File: config.mk
export PLATFORM = sky130hd
export DESIGN_NAME = bts_front
export DESIGN_NICKNAME = d
export VERILOG_FILES = /design/src/bts_pkg.sv /design/src/bts_front.sv
export SDC_FILE = /design/constraint.sdc
export NUM_CORES = 1
export LEC_CHECK = 0
export BUFFER_PORTS_ARGS = -buffer_cell sky130_fd_sc_hd__buf_2
export CORE_MARGIN = 4
export CORE_UTILIZATION = 40
export CTS_CLUSTER_SIZE = 24
export DETAILED_ROUTE_END_ITERATION = 8
export GPL_TIMING_DRIVEN = 0
export PLACE_DENSITY = 0.66
export SLEW_MARGIN = 20
export SYNTH_ARGS = -nofsm -noshare
export SYNTH_HDL_FRONTEND = slang
export SYNTH_SLANG_ARGS = --single-unit
File: constraint.sdc
create_clock -name clk -period 4.4 [get_ports clk]
set_input_delay 0.44 -clock clk [delete_from_list [all_inputs] [get_ports clk]]
set_output_delay 0.44 -clock clk [all_outputs]
set_load 0.03 [all_outputs]
File: src/bts_pkg.sv
// ----------------------------------------------------------------------------
// bts_pkg
// Shared types and constants of the barycentric triangle pixel shader.
// ----------------------------------------------------------------------------
`default_nettype none

package bts_pkg;

    localparam int SCREEN_BITS      = 12;
    localparam int COORD_FRAC_BITS  = 4;
    localparam int WEIGHT_FRAC_BITS = 16;

    localparam int COORD_W   = 16;
    localparam int COLOR_W   = 8;
    localparam int DIM_W     = 13;
    localparam int POS_W     = SCREEN_BITS + COORD_FRAC_BITS + 1;
    localparam int DIFF_W    = COORD_W + 1;
    localparam int PROD_W    = POS_W + DIFF_W;
    localparam int CROSS_W   = 2 * COORD_W;
    localparam int EDGE_W    = PROD_W + 2;
    localparam int SAT_SHIFT = 9;
    localparam int WQ_W      = WEIGHT_FRAC_BITS + SAT_SHIFT;
    localparam int SUM_W     = WQ_W + COLOR_W + 2;
    localparam int QDEPTH    = 2;

    localparam logic OP_LOAD  = 1'b0;
    localparam logic OP_QUERY = 1'b1;

    localparam logic [1:0] SLOT_NONE = 2'd3;

    localparam logic REG_SCREEN_WIDTH  = 1'b0;
    localparam logic REG_SCREEN_HEIGHT = 1'b1;

    typedef struct packed {
        logic                      is_query;
        logic [1:0]                slot;
        logic signed [COORD_W-1:0] vx;
        logic signed [COORD_W-1:0] vy;
        logic [COLOR_W-1:0]        red;
        logic [COLOR_W-1:0]        green;
        logic [COLOR_W-1:0]        blue;
        logic [SCREEN_BITS-1:0]    qx;
        logic [SCREEN_BITS-1:0]    qy;
    } item_t;

    typedef struct packed {
        logic  valid;
        item_t item;
    } queue_head_t;

endpackage

`default_nettype wire

File: src/bts_front.sv
// ----------------------------------------------------------------------------
// bts_front
// Input side: accept items, drop void vertex loads, queue the rest.
// ----------------------------------------------------------------------------
`default_nettype none

module bts_front (
    input  wire logic                 clk,
    input  wire logic                 rst_n,
    input  wire logic                 in_valid,
    output logic                      in_stall,
    input  wire bts_pkg::item_t       in_item,
    input  wire logic                 pop,
    output bts_pkg::queue_head_t      head
);
    import bts_pkg::*;

    localparam int PTR_W = $clog2(QDEPTH);
    localparam int CNT_W = $clog2(QDEPTH + 1);

    item_t              mem_reg [QDEPTH];
    logic [PTR_W-1:0]   wr_reg, wr_next;
    logic [PTR_W-1:0]   rd_reg, rd_next;
    logic [CNT_W-1:0]   cnt_reg, cnt_next;
    logic               push;

    assign in_stall   = (cnt_reg == CNT_W'(QDEPTH));
    assign push       = in_valid && !in_stall &&
                        (in_item.is_query || in_item.slot != SLOT_NONE);
    assign head.valid = (cnt_reg != '0);
    assign head.item  = mem_reg[rd_reg];

    always_comb
    begin
        wr_next  = wr_reg;
        rd_next  = rd_reg;
        cnt_next = cnt_reg;
        if (push)
        begin
            wr_next = (wr_reg == PTR_W'(QDEPTH - 1)) ? '0 : wr_reg + 1'b1;
        end
        if (pop)
        begin
            rd_next = (rd_reg == PTR_W'(QDEPTH - 1)) ? '0 : rd_reg + 1'b1;
        end
        if (push && !pop)
        begin
            cnt_next = cnt_reg + 1'b1;
        end
        else if (pop && !push)
        begin
            cnt_next = cnt_reg - 1'b1;
        end
    end

    always_ff @(posedge clk or negedge rst_n)
    begin
        if (!rst_n)
        begin
            wr_reg  <= '0;
            rd_reg  <= '0;
            cnt_reg <= '0;
        end
        else
        begin
            wr_reg  <= wr_next;
            rd_reg  <= rd_next;
            cnt_reg <= cnt_next;
        end
    end

    always_ff @(posedge clk)
    begin
        if (push)
        begin
            mem_reg[wr_reg] <= in_item;
        end
    end

endmodule

`default_nettype wire

==> out/qor_table.md <==
| Result | Reported | Unit |
|:---|:---|:---|
| Syn avg cell area | 23.1 | um2 |
| Post-synthesis cell type count | 14 | - |
| Clock root buffer | clkbuf_16 | - |
| Depth of the worst register-to-register path | 5 | - |
| Via density per instance | 4.50 | - |
| Synth-to-layout area growth | 28.9 | % |
| Flip-flop cell with the highest count after synthesis | edfxtp_1 | - |
| Number of top-level design ports | 172 | - |
| Commonest cells in the synthesized netlist | 166 x edfxtp_1, 60 x mux2_4, 23 x mux2_2, 7 x buf_6 | - |
| Synthesis-stage register bit count | 170 | - |
| Clock buffer count from CTS | 17 | - |
| Overall routed net length | 11.3 | mm |
| Met2 Resource Use GR | 20.7 | % |
| Number of nets in the synthesized netlist | 367 | - |
| Source of the worst register-to-register timing path | cnt_reg[1] | - |
| DR iter-0 viols | 118 | - |
| Share of synthesized area occupied by flip-flops and latches | 79.0 | % |
| Max FFs per register | 166 | - |
| Core area | 15800 | um2 |
| Overall die width | 135 | um |
| Pin count of the biggest net entering global routing | 26 | - |
| Worst-case clock skew | 0.00738 | ns |
| Cells along the critical path | buf_6 -> buf_6 -> mux2_4 -> buf_2 | - |
| Kind of cell with the highest combined delay on the critical path | buffers and inverters | - |
| Internal power | 0.00382 | W |
| Fraction of layout cells with a size suffix above 1 | 61.9 | % |
| Average routed wire per standard cell | 16.0 | um |
| WP data arrival | 1.69 | ns |
| PD cells | 708 | nW/um2 |
| Warnings from Yosys | 0 | - |
| Hold-critical path depth | 1 | - |
| Proportion of netlist area held by the largest area contributor | 77.4 | % |
| Simple-gate area share of the yosys netlist | 0.389 | % |
| Number of antenna cells inserted | 0 | - |
| Number of standard-cell rows in the floorplan | 46 | - |
| Proportion of total power due to net switching | 35.0 | % |
| Number of sinks on the clock net | 170 | - |
| Area contributors post-synth | edfxtp_1 77%, mux2_4 14%, mux2_2 4.0% | - |
| Layer with the highest usage after global routing | met2 | - |
| Final period demand of the worst path | 2.13 | ns |
| Main combinational cell family by area after synthesis | multiplexers | - |
| Number of nets at the end of the flow | 566 | - |
| Max-slew violation total from the final report | 0 | - |
| Number of input and output port buffers inserted | 171 | - |
| Leakage power | 3.28 | nW |
| Final GP Congestion | 0.721 | - |
| Overall Power | 0.00587 | W |
| HPWL after detailed placement | 7.89 | mm |
| Run status | complete, no violations | - |
| Final global-route overflow total | 0 | - |
| Global-route met1 utilization | 15.0 | % |
| Asr flop ratio synth | 2.35 | % |
| Vertical die dimension | 135 | um |
| Worst path buffer plus inverter count | 3 | - |
| Worst-path fanout max | 10 | - |
| Class of the tightest hold or removal check | primary input to flip-flop | - |
| Drt drc | 0 | - |
| Starting utilization of the core area | 40.7 | % |
| Clock latency on the worst-skew pair | 0.42 | ns |
| Synth Area in Adders | 0.194 | % |
| Full die area | 18200 | um2 |
| Multiplexer fraction of the synthesized cell area | 18.0 | % |
| RSZ-0062 raised after global routing | no | - |
| Met3 Track Usage GR | 4.88 | % |
| Clock edge transition at the registers on the reported setup and hold paths | 0.06 | ns |
| Part of the power in the clock network | 22.5 | % |
| Final hold vios | 0 | - |
| All-Layer GR Usage | 12.7 | % |
| Max-slew headroom at the worst pin | 50.2 | % |
| CTS tree | done | - |
| Via count of the first global-routing pass | 3344 | - |
| Number of flops mapped to enable cells by yosys | 166 | - |
| Antenna violations before repair | 1 | - |
| Endpoint with the worst hold slack | mem_reg[1][32] | - |
| Sw Pwr | 0.00205 | W |
| First-pass GRT wire length | 17.4 | mm |
| # H-tree levels | 4 | - |
| Sort of element at the start of the critical path | flip-flop | - |
| Total standard cell area after synthesis | 6440 | um2 |
| Worst path required time | 3.96 | ns |
| CP most frequent cell | buf_6 | - |
| Gate Count Post-Synth | 279 | - |
| # setup viols final | 0 | - |
| Capture point of the worst reg-to-reg path | mem_reg[1][64] | - |
| Delay of the slowest cell on the worst path | 0.37 | ns |
| Most common cell in the netlist | edfxtp_1 | - |
| Slowest cell on the critical path | dfrtp_1 | - |
| Setup CP Type | flip-flop to output pin | - |
| Period utilisation layout | 48.3 | % |
| Antenna violation net count after detailed routing | 0 | - |
| Post-DP Area | 7760 | um2 |
| Number of buffers on the longest clock path | 2 | - |
| Highest achievable clock rate | 470 | MHz |
| Max IR drop VDD | 460 | uV |
| Detailed Routing Iterations Pass 1 | 4 | - |
| Transition time at the pin with the least slew margin | 0.748 | ns |
| Comb power frac | 39.2 | % |
| Total number of vias | 3184 | - |
| Final standard cell area without fillers | 8300 | um2 |
| Compound-cell area share of the yosys netlist | 0.136 | % |
| Register-to-register setup slack | 2.33 | ns |
| Critical Path End Type | output pin | - |
| Reg power frac | 38.3 | % |
| Startpoint of the worst hold path | in_item[32] | - |
| Cell taking the most area after synthesis | edfxtp_1 | - |
| Max Cap Violations | 0 | - |
| Synth Area in XOR/XNOR | 0.680 | % |
==> worst register-to-register path: cells and delay by family (launching register included) <==
kind | cells | cell delay (ns)
AO/OA/AOI/OAI | 1 | 0.34
buffers and inverters | 3 | 0.52
flip-flops | 1 | 0.39
AND/OR/NAND/NOR | 1 | 0.51
==> power by group through the flow <==
stage          logic [W]  clock network [W]  registers [W]
2_1_floorplan    0.00169                  0        0.00231
3_3_place_gp     0.00220                  0        0.00235
3_5_place_dp     0.00234                  0        0.00229
4_1_cts          0.00235            0.00136        0.00225
5_1_grt          0.00243            0.00143        0.00228
6_report         0.00230            0.00132        0.00225
==> timing repair <==
action,in CTS,in global routing
gates resized for setup,0,0
setup buffers,0,0
hold endpoints to repair,4,0
hold buffers,1,0
==> cells in the final DEF (no fill, tap or decap), types with 3 or more instances in the layout <==
master	count
buf_16	4
buf_2	173
buf_6	7
clkbuf_16	17
clkinv_2	4
clkinvlp_4	4
dfrtp_1	4
edfxtp_1	166
inv_1	4
inv_6	4
mux2_2	23
mux2_4	60
xnor2_1	3
==> cells by family (layout without fill, tap and decap cells) <==
group,Yosys count,after routing
simple gates,6,6
buf+inv,13,225
xor+xnor,5,5
fa+ha+maj,1,1
compound gates,1,1
mux,83,83
flops,170,170
==> stage by stage <==
| stage | util, % | setup TNS, ns | hold slack, ns | worst slack (ns) | std cells |
|---|---|---|---|---|---|
| final | 52.4 | 0 | 0.207 | 2.27 | 707 |
| after CTS | 52.4 | 0 | 0.177 | 2.22 | 707 |
| after floorplan | - | -49.09 | 0.144 | -0.296 | 279 |
| after detailed placement | 49.0 | 0 | 0.258 | 2.20 | 674 |
| after global placement | 47.8 | -403.88 | 0.250 | -2.44 | 666 |
| after global routing | 52.4 | 0 | 0.180 | 2.19 | 707 |
==> how the worst max path moves through the flow <==
stage / from / endpoint / slack, ns / cells after the start
floorplan: in_item[80] / mem_reg[0][0] / -0.30 / 3
global placement: in_item[81] / mem_reg[0][65] / -2.44 / 4
detailed placement: in_item[81] / mem_reg[1][73] / 2.20 / 6
CTS: rd_reg / head[64] / 2.22 / 4
global route: rd_reg / head[64] / 2.19 / 4
finish: rd_reg / head[64] / 2.27 / 4
==> layout make-up <==
| class | instances | area (um2) |
|---|---|---|
| Timing Repair Buffer | 180 | 1050 |
| Tap cell | 216 | 270 |
| Sequential cell | 170 | 5080 |
| Clock inverter | 15 | 101 |
| Fill cell | 1264 | 7530 |
| Buffer | 9 | 88.8 |
| Multi-Input combinational cell | 96 | 1260 |
| Inverter | 4 | 15.0 |
| Clock buffer | 17 | 425 |
==> per-layer routing <==
layer  vias up  wire [um]
li1       1500          -
met5         -          9
met1      1545       4460
met2       120       5720
met3        17        936
met4         2        172
(Power assumes the default switching activity.)
